==> src/rtl/core/pwd_pkg.sv <==
`timescale 1ns / 1ps
// ----------------------------------------------------------------------------
// Polygon winding detect package
// Shared widths, default parameters and orientation codes.
// ----------------------------------------------------------------------------
package pwd_pkg;

    // Default coordinate and vertex counter widths
    localparam int COORD_BITS_DEF = 16;
    localparam int COUNT_BITS_DEF = 16;

    // Fixed field widths
    localparam int THRESH_BITS    = 16;
    localparam int INDEX_BITS     = 16;
    localparam int ORIENT_BITS    = 2;

    // Smallest contour (closing vertex included) that gets evaluated
    localparam int MIN_POINTS     = 3;

    // Result word: clockwise, orientation, lowest_index, padded to bytes
    localparam int RESULT_BITS    = 1 + ORIENT_BITS + INDEX_BITS;
    localparam int RESULT_DATA_W  = ((RESULT_BITS + 7) / 8) * 8;

    typedef enum logic [ORIENT_BITS-1:0] {
        ORIENT_CCW       = 2'd0,
        ORIENT_CW        = 2'd1,
        ORIENT_COLLINEAR = 2'd2,
        ORIENT_NOT_EVAL  = 2'd3
    } orient_t;

endpackage

==> src/rtl/core/polygon_winding_detect_top.sv <==
`timescale 1ns / 1ps
// ----------------------------------------------------------------------------
// Polygon winding detect
// Tracks the lowest vertex of a streamed contour with its neighbors and
// classifies the cross product at that vertex on the closing vertex.
// ----------------------------------------------------------------------------
// The closing vertex loads the difference register, then the product and
// result registers. Throughput: one vertex word per cycle unless the result
// stream stalls; the vertex search is one compare and register update, the
// cross product runs in a three-stage pipeline.
// Reset: rst_n clears the contour state, the pipeline valids and the
// threshold register (to zero); the block is ready right after reset.
module polygon_winding_detect_top #(
    parameter int COORD_BITS = pwd_pkg::COORD_BITS_DEF,
    parameter int COUNT_BITS = pwd_pkg::COUNT_BITS_DEF
) (
    input  logic                                   clk,
    input  logic                                   rst_n,

    // Configuration: collinear_threshold
    input  logic                                   cfg_wr_en,
    input  logic [pwd_pkg::THRESH_BITS-1:0]        cfg_wr_data,

    // Vertex stream
    // tdata: point_x, point_y (from bit 0 up), zero padded to bytes
    input  logic                                   s_axis_tvalid,
    output logic                                   s_axis_tready,
    input  logic [((2*COORD_BITS+7)/8)*8-1:0]      s_axis_tdata,
    input  logic                                   s_axis_tlast,   // last_point
    input  logic                                   s_axis_tuser,   // path_closed

    // Result stream
    // tdata: clockwise, orientation, lowest_index (from bit 0 up), zero padded
    output logic                                   m_axis_tvalid,
    input  logic                                   m_axis_tready,
    output logic [pwd_pkg::RESULT_DATA_W-1:0]      m_axis_tdata
);

    localparam int W1   = COORD_BITS + 1;
    localparam int PW   = 2 * W1;
    localparam int VW   = PW + 1;
    localparam int LW   = (COUNT_BITS > pwd_pkg::INDEX_BITS) ? COUNT_BITS
                                                             : pwd_pkg::INDEX_BITS;
    localparam logic [COUNT_BITS-1:0] CNT_MAX = {COUNT_BITS{1'b1}};
    localparam logic [COUNT_BITS-1:0] CNT_EVAL = COUNT_BITS'(pwd_pkg::MIN_POINTS - 1);

    // ------------------------------------------------------------------
    // Handshake: the whole pipeline moves when the result register frees
    // ------------------------------------------------------------------
    logic advance;
    logic in_accept;
    logic m_valid_reg;

    assign advance       = !m_valid_reg || m_axis_tready;
    assign s_axis_tready = advance;
    assign in_accept     = s_axis_tvalid && advance;

    // Unpack the vertex word
    logic signed [COORD_BITS-1:0] pt_x;
    logic signed [COORD_BITS-1:0] pt_y;

    assign pt_x = s_axis_tdata[COORD_BITS-1:0];
    assign pt_y = s_axis_tdata[2*COORD_BITS-1:COORD_BITS];

    // ------------------------------------------------------------------
    // Threshold register
    // ------------------------------------------------------------------
    logic [pwd_pkg::THRESH_BITS-1:0] thresh_reg;

    always_ff @(posedge clk or negedge rst_n)
    begin
        if (!rst_n)
        begin
            thresh_reg <= '0;
        end
        else if (cfg_wr_en)
        begin
            thresh_reg <= cfg_wr_data;
        end
    end

    // ------------------------------------------------------------------
    // Contour tracking state
    // ------------------------------------------------------------------
    logic signed [COORD_BITS-1:0] first_x_reg,  first_x_next;
    logic signed [COORD_BITS-1:0] first_y_reg,  first_y_next;
    logic signed [COORD_BITS-1:0] prev_x_reg,   prev_x_next;
    logic signed [COORD_BITS-1:0] prev_y_reg,   prev_y_next;
    logic signed [COORD_BITS-1:0] low_x_reg,    low_x_next;
    logic signed [COORD_BITS-1:0] low_y_reg,    low_y_next;
    logic signed [COORD_BITS-1:0] bef_x_reg,    bef_x_next;
    logic signed [COORD_BITS-1:0] bef_y_reg,    bef_y_next;
    logic signed [COORD_BITS-1:0] aft_x_reg,    aft_x_next;
    logic signed [COORD_BITS-1:0] aft_y_reg,    aft_y_next;
    logic [COUNT_BITS-1:0]        low_pos_reg,  low_pos_next;
    logic                         await_reg,    await_next;
    logic [COUNT_BITS-1:0]        count_reg,    count_next;

    logic is_first;
    logic new_lowest;

    assign is_first   = (count_reg == '0);
    assign new_lowest = is_first || (pt_y < low_y_reg) ||
                        ((pt_y == low_y_reg) && (pt_x < low_x_reg));

    // Update the search on a vertex word, clear it on the closing word
    always_comb
    begin
        first_x_next = first_x_reg;
        first_y_next = first_y_reg;
        prev_x_next  = prev_x_reg;
        prev_y_next  = prev_y_reg;
        low_x_next   = low_x_reg;
        low_y_next   = low_y_reg;
        bef_x_next   = bef_x_reg;
        bef_y_next   = bef_y_reg;
        aft_x_next   = aft_x_reg;
        aft_y_next   = aft_y_reg;
        low_pos_next = low_pos_reg;
        await_next   = await_reg;
        count_next   = count_reg;

        if (in_accept)
        begin
            if (s_axis_tlast)
            begin
                first_x_next = '0;
                first_y_next = '0;
                prev_x_next  = '0;
                prev_y_next  = '0;
                low_x_next   = '0;
                low_y_next   = '0;
                bef_x_next   = '0;
                bef_y_next   = '0;
                aft_x_next   = '0;
                aft_y_next   = '0;
                low_pos_next = '0;
                await_next   = 1'b0;
                count_next   = '0;
            end
            else
            begin
                if (new_lowest)
                begin
                    low_x_next   = pt_x;
                    low_y_next   = pt_y;
                    low_pos_next = count_reg;
                    bef_x_next   = prev_x_reg;
                    bef_y_next   = prev_y_reg;
                    await_next   = 1'b1;
                end
                else if (await_reg)
                begin
                    aft_x_next = pt_x;
                    aft_y_next = pt_y;
                    await_next = 1'b0;
                end
                if (is_first)
                begin
                    first_x_next = pt_x;
                    first_y_next = pt_y;
                end
                prev_x_next = pt_x;
                prev_y_next = pt_y;
                if (count_reg != CNT_MAX)
                begin
                    count_next = count_reg + 1'b1;
                end
            end
        end
    end

    always_ff @(posedge clk or negedge rst_n)
    begin
        if (!rst_n)
        begin
            first_x_reg <= '0;
            first_y_reg <= '0;
            prev_x_reg  <= '0;
            prev_y_reg  <= '0;
            low_x_reg   <= '0;
            low_y_reg   <= '0;
            bef_x_reg   <= '0;
            bef_y_reg   <= '0;
            aft_x_reg   <= '0;
            aft_y_reg   <= '0;
            low_pos_reg <= '0;
            await_reg   <= 1'b0;
            count_reg   <= '0;
        end
        else
        begin
            first_x_reg <= first_x_next;
            first_y_reg <= first_y_next;
            prev_x_reg  <= prev_x_next;
            prev_y_reg  <= prev_y_next;
            low_x_reg   <= low_x_next;
            low_y_reg   <= low_y_next;
            bef_x_reg   <= bef_x_next;
            bef_y_reg   <= bef_y_next;
            aft_x_reg   <= aft_x_next;
            aft_y_reg   <= aft_y_next;
            low_pos_reg <= low_pos_next;
            await_reg   <= await_next;
            count_reg   <= count_next;
        end
    end

    // ------------------------------------------------------------------
    // Stage 1: pick neighbors with wrap-around, form the differences
    // ------------------------------------------------------------------
    logic signed [COORD_BITS-1:0] nb_px, nb_py, nb_nx, nb_ny;

    // Predecessor wraps to the last searched vertex, successor to the first
    assign nb_px = (low_pos_reg == '0) ? prev_x_reg : bef_x_reg;
    assign nb_py = (low_pos_reg == '0) ? prev_y_reg : bef_y_reg;
    assign nb_nx = await_reg ? first_x_reg : aft_x_reg;
    assign nb_ny = await_reg ? first_y_reg : aft_y_reg;

    logic                         s1_valid_reg;
    logic                         s1_eval_reg;
    logic [COUNT_BITS-1:0]        s1_pos_reg;
    logic [pwd_pkg::THRESH_BITS-1:0] s1_thresh_reg;
    logic signed [W1-1:0]         s1_dx1_reg, s1_dy1_reg, s1_dy2_reg, s1_dx2_reg;

    always_ff @(posedge clk or negedge rst_n)
    begin
        if (!rst_n)
        begin
            s1_valid_reg <= 1'b0;
        end
        else if (advance)
        begin
            s1_valid_reg <= in_accept && s_axis_tlast;
        end
    end

    always_ff @(posedge clk)
    begin
        if (advance)
        begin
            s1_eval_reg   <= s_axis_tuser && (count_reg >= CNT_EVAL);
            s1_pos_reg    <= low_pos_reg;
            s1_thresh_reg <= thresh_reg;
            s1_dx1_reg    <= W1'(low_x_reg) - W1'(nb_px);
            s1_dy1_reg    <= W1'(low_y_reg) - W1'(nb_ny);
            s1_dy2_reg    <= W1'(nb_py) - W1'(low_y_reg);
            s1_dx2_reg    <= W1'(nb_nx) - W1'(low_x_reg);
        end
    end

    // ------------------------------------------------------------------
    // Stage 2: the two products of the cross product
    // ------------------------------------------------------------------
    logic                         s2_valid_reg;
    logic                         s2_eval_reg;
    logic [COUNT_BITS-1:0]        s2_pos_reg;
    logic [pwd_pkg::THRESH_BITS-1:0] s2_thresh_reg;
    logic signed [PW-1:0]         s2_prod_a_reg, s2_prod_b_reg;

    always_ff @(posedge clk or negedge rst_n)
    begin
        if (!rst_n)
        begin
            s2_valid_reg <= 1'b0;
        end
        else if (advance)
        begin
            s2_valid_reg <= s1_valid_reg;
        end
    end

    always_ff @(posedge clk)
    begin
        if (advance)
        begin
            s2_eval_reg   <= s1_eval_reg;
            s2_pos_reg    <= s1_pos_reg;
            s2_thresh_reg <= s1_thresh_reg;
            s2_prod_a_reg <= s1_dx1_reg * s1_dy1_reg;
            s2_prod_b_reg <= s1_dy2_reg * s1_dx2_reg;
        end
    end

    // ------------------------------------------------------------------
    // Stage 3: subtract, classify against the threshold band
    // ------------------------------------------------------------------
    logic signed [VW-1:0] cross_v;
    logic signed [VW-1:0] thr_pos;
    logic signed [VW-1:0] thr_neg;
    pwd_pkg::orient_t     orient;

    assign cross_v = VW'(s2_prod_a_reg) - VW'(s2_prod_b_reg);
    assign thr_pos = VW'($signed({1'b0, s2_thresh_reg}));
    assign thr_neg = -thr_pos;

    always_comb
    begin
        if (!s2_eval_reg)
        begin
            orient = pwd_pkg::ORIENT_NOT_EVAL;
        end
        else if (cross_v > thr_pos)
        begin
            orient = pwd_pkg::ORIENT_CCW;
        end
        else if (cross_v < thr_neg)
        begin
            orient = pwd_pkg::ORIENT_CW;
        end
        else
        begin
            orient = pwd_pkg::ORIENT_COLLINEAR;
        end
    end

    logic [LW-1:0] pos_ext;

    assign pos_ext = LW'(s2_pos_reg);

    // Result register
    logic                                 cw_reg;
    pwd_pkg::orient_t                     orient_reg;
    logic [pwd_pkg::INDEX_BITS-1:0]       index_reg;

    always_ff @(posedge clk or negedge rst_n)
    begin
        if (!rst_n)
        begin
            m_valid_reg <= 1'b0;
        end
        else if (advance)
        begin
            m_valid_reg <= s2_valid_reg;
        end
    end

    always_ff @(posedge clk)
    begin
        if (advance)
        begin
            cw_reg     <= (orient == pwd_pkg::ORIENT_CW);
            orient_reg <= orient;
            index_reg  <= pos_ext[pwd_pkg::INDEX_BITS-1:0];
        end
    end

    // Drive the result word
    assign m_axis_tvalid = m_valid_reg;
    assign m_axis_tdata  = pwd_pkg::RESULT_DATA_W'({index_reg, orient_reg, cw_reg});

endmodule
==> config.mk <==
export PLATFORM = sky130hd
export DESIGN_NAME = polygon_winding_detect_top
export DESIGN_NICKNAME = d
export VERILOG_FILES = /design/src/rtl/core/pwd_pkg.sv /design/src/rtl/core/polygon_winding_detect_top.sv
export SDC_FILE = /design/constraint.sdc
export NUM_CORES = 2
export LEC_CHECK = 0
export BUFFER_PORTS_ARGS = -buffer_cell sky130_fd_sc_hd__buf_2
export CORE_MARGIN = 1.5
export CORE_UTILIZATION = 45
export CTS_CLUSTER_DIAMETER = 40
export DETAILED_ROUTE_END_ITERATION = 8
export MAX_ROUTING_LAYER = met4
export SYNTH_ARGS = -nofsm -noshare
export SYNTH_HDL_FRONTEND = slang
export SYNTH_SLANG_ARGS = --single-unit
==> constraint.sdc <==
create_clock -name clk -period 9 [get_ports clk]
set_clock_uncertainty 0.15 [all_clocks]
set_input_delay 0.45 -clock clk [delete_from_list [all_inputs] [get_ports clk]]
set_output_delay 0.45 -clock clk [all_outputs]
set_load 0.01 [all_outputs]
# Word-level counts from Yosys, hierarchy flattened
# Index checks and enable logic that the tools add are counted.
# word_totals
regBits	433
out_inout_bits	26
elab_cells	101
# op_classes
n_addsub	7
n_mul	2
order_cmp	5
n_eq_ne	4
n_mux	33
n_reduce_logical	18
# ops
cell	count
2-to-1 mux 16 bit	28
multiplier 17 x 17 -> 34 bit	2
subtractor 16 x 16 -> 17 bit	4
> comparator 35 x 17 -> 1 bit	1
< comparator 35 bit	1
negator 16 -> 35 bit	1
subtractor 34 x 34 -> 35 bit	1
logical NOT 16 bit	2
< comparator 16 bit	2
adder 16 x 1 -> 16 bit (second input constant)	1
== test 16 bit	1
>= comparator 16 x 2 -> 1 bit (second input constant)	1
inequality test 16 bit (second input constant)	1
nonzero test 2 bit	4
2-to-1 mux 2 bit	3
AND reduction 2 bit	3
logical AND 1 bit	4
logical OR 1 bit	3
AND reduction 3 bit	1
== test 2 x 1 -> 1 bit (second input constant)	1
2-to-1 mux 1 bit	2
inequality test 2 bit (second input constant)	1
logical NOT 1 bit	1

# Longest topological paths before layout
# logic_depth
ltp_word	6
mapped_depth	24
mapped_depth_nobuf	23

# Worst setup path after synthesis
# OpenSTA, ideal clock, no wires.
# synth_path
path_type	input to register
startpoint	input port m_axis_tready
endpoint	register count_reg[14]
setup_ps	77
arrival_time_ps	7951
required_time_ps	8773
setup_slack_ps	822
cell_stages	7
cell_sequence	nand2b_1 nand2_1 a31oi_1 clkbuf_1 nand2_1 or3_1 a21oi_1
# synth_between
elab_chain_cells	3
# synth_lines
element	line_no	text
start, declared	polygon_winding_detect_top.sv:35	input logic m_axis_tready,
logical OR 1 bit	polygon_winding_detect_top.sv:54	assign advance = !m_valid_reg || m_axis_tready;
logical AND 1 bit	polygon_winding_detect_top.sv:56	assign in_accept = s_axis_tvalid && advance;
AND reduction 2 bit (no source line)	-	
end signal, assigned	polygon_winding_detect_top.sv:205	count_reg <= count_next;
end, declared	polygon_winding_detect_top.sv:97	logic [COUNT_BITS-1:0] count_reg, count_next;
# No other way between the ends.
# A chain may end at the register's enable or synchronous reset.

# Worst setup path in the final report
# layout_path
startpoint	register s1_dx1_reg[11]
endpoint	register s2_prod_a_reg[32] (data pin)
# layout_between
elab_chain_cells	1
# layout_lines
element	line_no	text
start, declared	polygon_winding_detect_top.sv:224	logic signed [W1-1:0] s1_dx1_reg, s1_dy1_reg, s1_dy2_reg, s1_dx2_reg;
start signal, assigned	polygon_winding_detect_top.sv:245	s1_dx1_reg <= W1'(low_x_reg) - W1'(nb_px);
multiplier 17 x 17 -> 34 bit	polygon_winding_detect_top.sv:280	s2_prod_a_reg <= s1_dx1_reg * s1_dy1_reg;
end signal, assigned	polygon_winding_detect_top.sv:280	
end, declared	polygon_winding_detect_top.sv:259	logic signed [PW-1:0] s2_prod_a_reg, s2_prod_b_reg;
# No other way between the ends.

==> results by group <==
Synth
  – Synth async-reset ratio: 0.490
  – Yosys reg bits: between 400 and 500
  – Syn Inst Count: between 4000 and 5000
  – Synth area leader: fa_1
  – Sequential area share after synthesis: 0.269
  – Complex-gate fraction of the synthesized area: 0.0992
  – Top-count cell post-synth: inv_1
  – Synth top area cells: fa_1 27%, edfxtp_1 15%, dfrtp_1 12%
  – Synth Cell Area: roughly 44000 sq um
  – Synth cell count leaders: 748 x inv_1, 597 x fa_1, 434 x nand2_1
  – Synth cell types: 84
  – Synth Area in XOR/XNOR: 0.0318
  – Post-synth EDFFs: 221
  – Ys flop type: edfxtp_1
  – Multiplexer share of the synthesized area: 0.0206
  – Syn avg cell area: 10.2 sq um
  – Largest family of logic cells by synthesized area: adder cells
  – Post-synthesis simple-gate area fraction: 0.133
  – Synth top area share: 0.269
  – Synth Area in Adders: 0.369
  – YS warnings: 0

Detailed routing
  – Router iterations before antenna repair: 5
  – Vias: around 31000
  – Post-Route WL: between 100000 and 150000 um
  – Starting DRC count in detailed routing: 1942
  – Number of vias per cell: roughly 5.3
  – Wire per inst: between 15 and 20 um
  – Post-DRT Antenna Nets: 0
  – Drt drc: 0

Timing
  – Period utilization: 0.779
  – RSZ-0062 raised after global routing: false
  – Setup TNS: 0 ns
  – Least-Margin Pin Slew: roughly 1.0 ns
  – Hold slack: around 0.16 ns
  – Final setup fails: 0
  – Endpoints failing hold: 0
  – Final slew viol count: 0
  – Slew HR: 0.333
  – Tmin final: ~7 ns
  – Fmax: roughly 140 MHz

Min path
  – Hold depth: 2
  – HP Class: in -> reg

Placed design
  – DP Wirelength: about 86000 um
  – I/O Buffers: 75
  – Gp weighted congestion: between 0.8 and 0.9
  – Placed cells: roughly 5600

Outcome
  – Status: completed

Global routing
  – GR Overflow Total: 0
  – Initial antenna violation count: 2
  – GRT Resource Usage Total: 0.235
  – First-pass GRT wire length: approximately 180000 um
  – Vias in the first global route: between 30000 and 40000
  – Largest net degree at the start of global routing: 149

Setup path
  – Worst path slowest cell: edfxtp_1
  – CP most frequent cell: fa_1
  – Crit-path max FO: 17
  – Cells along the critical path: nand2_1, fa_1, fa_1, fa_1, inv_1, fa_1, fa_1, inv_1, fa_1, inv_1, ha_1, and4_1, o211a_1, o21a_1, o2111ai_1, a31oi_1, a31oi_1, o211a_1, or3_1, o311ai_0
  – Worst Path Arrival: 7.28 ns
  – Crit. End Element: register
  – Crit. path cell count: 20
  – Internal reg-to-reg setup slack: 1.99 ns
  – Worst stage delay on the critical path: about 0.84 ns
  – Required time of the critical path: slightly above 9 ns
  – Crit Path Class: reg -> reg
  – Critical Path Source Type: register
  – R2R depth: 20
  – CP Buf/Inv Count: 3
  – CP top delay family: adder cells

Floorplan
  – Boundary pin count: roughly 80
  – Die Y-Extent: ~320 um
  – CORE AREA: slightly below 100000 sq um
  – Row count: 115
  – Die footprint: 101000 sq um
  – Initial core utilization: 0.453
  – Die X-Extent: 317 um

Final layout
  – Cell Count, Final, Fillers Out: 5757
  – Area growth syn-to-layout: 10.4%
  – Nets: 5414
  – Final core occ: 0.500
  – Share of cells above drive strength 1: 0.0676
  – Diode count: 0

Clock tree
  – CTS sink cnt: roughly 430
  – Clock latency at the later pin of the worst-skew pair: ~0.65 ns
  – CTS buffer count: 75
  – Number of post-CTS setup repair buffers: 0
  – Post-cts sizing count: 0
  – CTS root buf: clkbuf_16
  – Longest Clk Path Bufs: 3
  – Worst-path clk slew: around 0.06 ns
  – CTS H-tree depth: 3
  – CTS tree: yes

Run
  – Max-cap violations: 0
[metrics by stage]
stage / worst slack [ns] / instance area [sq um]
after floorplan: 0.822 / 44400
after CTS: 1.98 / 49000
after detailed placement: 2.02 / 45900
after global routing: 1.63 / 49000
final: 1.99 / 49000
after global placement: 2.17 / 45900
[timing repair]
item	in CTS	in global routing
endpoints found under the setup margin	0	0
hold buffers	49	0
hold endpoints to repair	240	0
[worst register-to-register path: cells and delay by family (launching register included)]
family	cells	cell delay [ns]
flip-flops	1	0.84
AND/OR/NAND/NOR	3	0.79
buffers and inverters	3	0.16
adder cells (fa/ha/maj)	7	3.45
AO/OA/AOI/OAI	7	1.39
[placed cells by master, fill, tap and decap left out, drive strengths merged, types with 35 or more instances in the layout]
master / count
inv: 766
fa: 597
nand2: 434
ha: 354
and2: 305
edfxtp: 221
dfrtp: 212
nor2: 165
o21ai: 129
xnor2: 122
a21oi: 122
a22o: 109
clkbuf: 92
buf: 89
nor3: 51
mux2: 50
dlygate4sd3: 49
nand3: 45
a21o: 40
xor2: 39
mux2i: 35
[final timing paths]
path | start | endpoint
worst min-delay path | s_axis_tuser | s1_eval_reg
min in group asynchronous | rst_n | aft_x_reg[12]
worst min register to register | pos_ext[1] | index_reg[1]
max in group asynchronous | rst_n | first_y_reg[6]
worst max-delay path | s1_dx1_reg[11] | s2_prod_a_reg[32]
worst max register to register | s1_dx1_reg[11] | s2_prod_a_reg[32]
[per-layer routing]
metal	GRT usage	vias up	wire, um
li1	-	14300	-
met1	0.307	15500	49700
met2	0.389	654	53800
met3	0.0278	136	4490
met4	0.0597	0	2750
met5	-	-	0
[layout make-up]
type | count | area, sq um
Fill cell | 8936 | 49000
Multi-Input combinational cell | 3011 | 29000
Sequential cell | 433 | 11900
Inverter | 749 | 2810
Clock buffer | 92 | 2000
Tap cell | 1287 | 1610
Timing Repair Buffer | 138 | 993
Clock inverter | 47 | 589
[cells by family (layout without fill, tap and decap cells)]
kind of cell | Yosys count | in the layout
fa+ha+maj | 951 | 951
simple gates | 1189 | 1189
flops | 433 | 433
other cells | 1 | 5
xor+xnor | 161 | 161
buf+inv | 900 | 1026
mux | 85 | 85
compound gates | 620 | 620
Power is left out: the tool's default activity adds up to more than one toggle a clock period on the data nets, which glitch-free logic cannot reach.
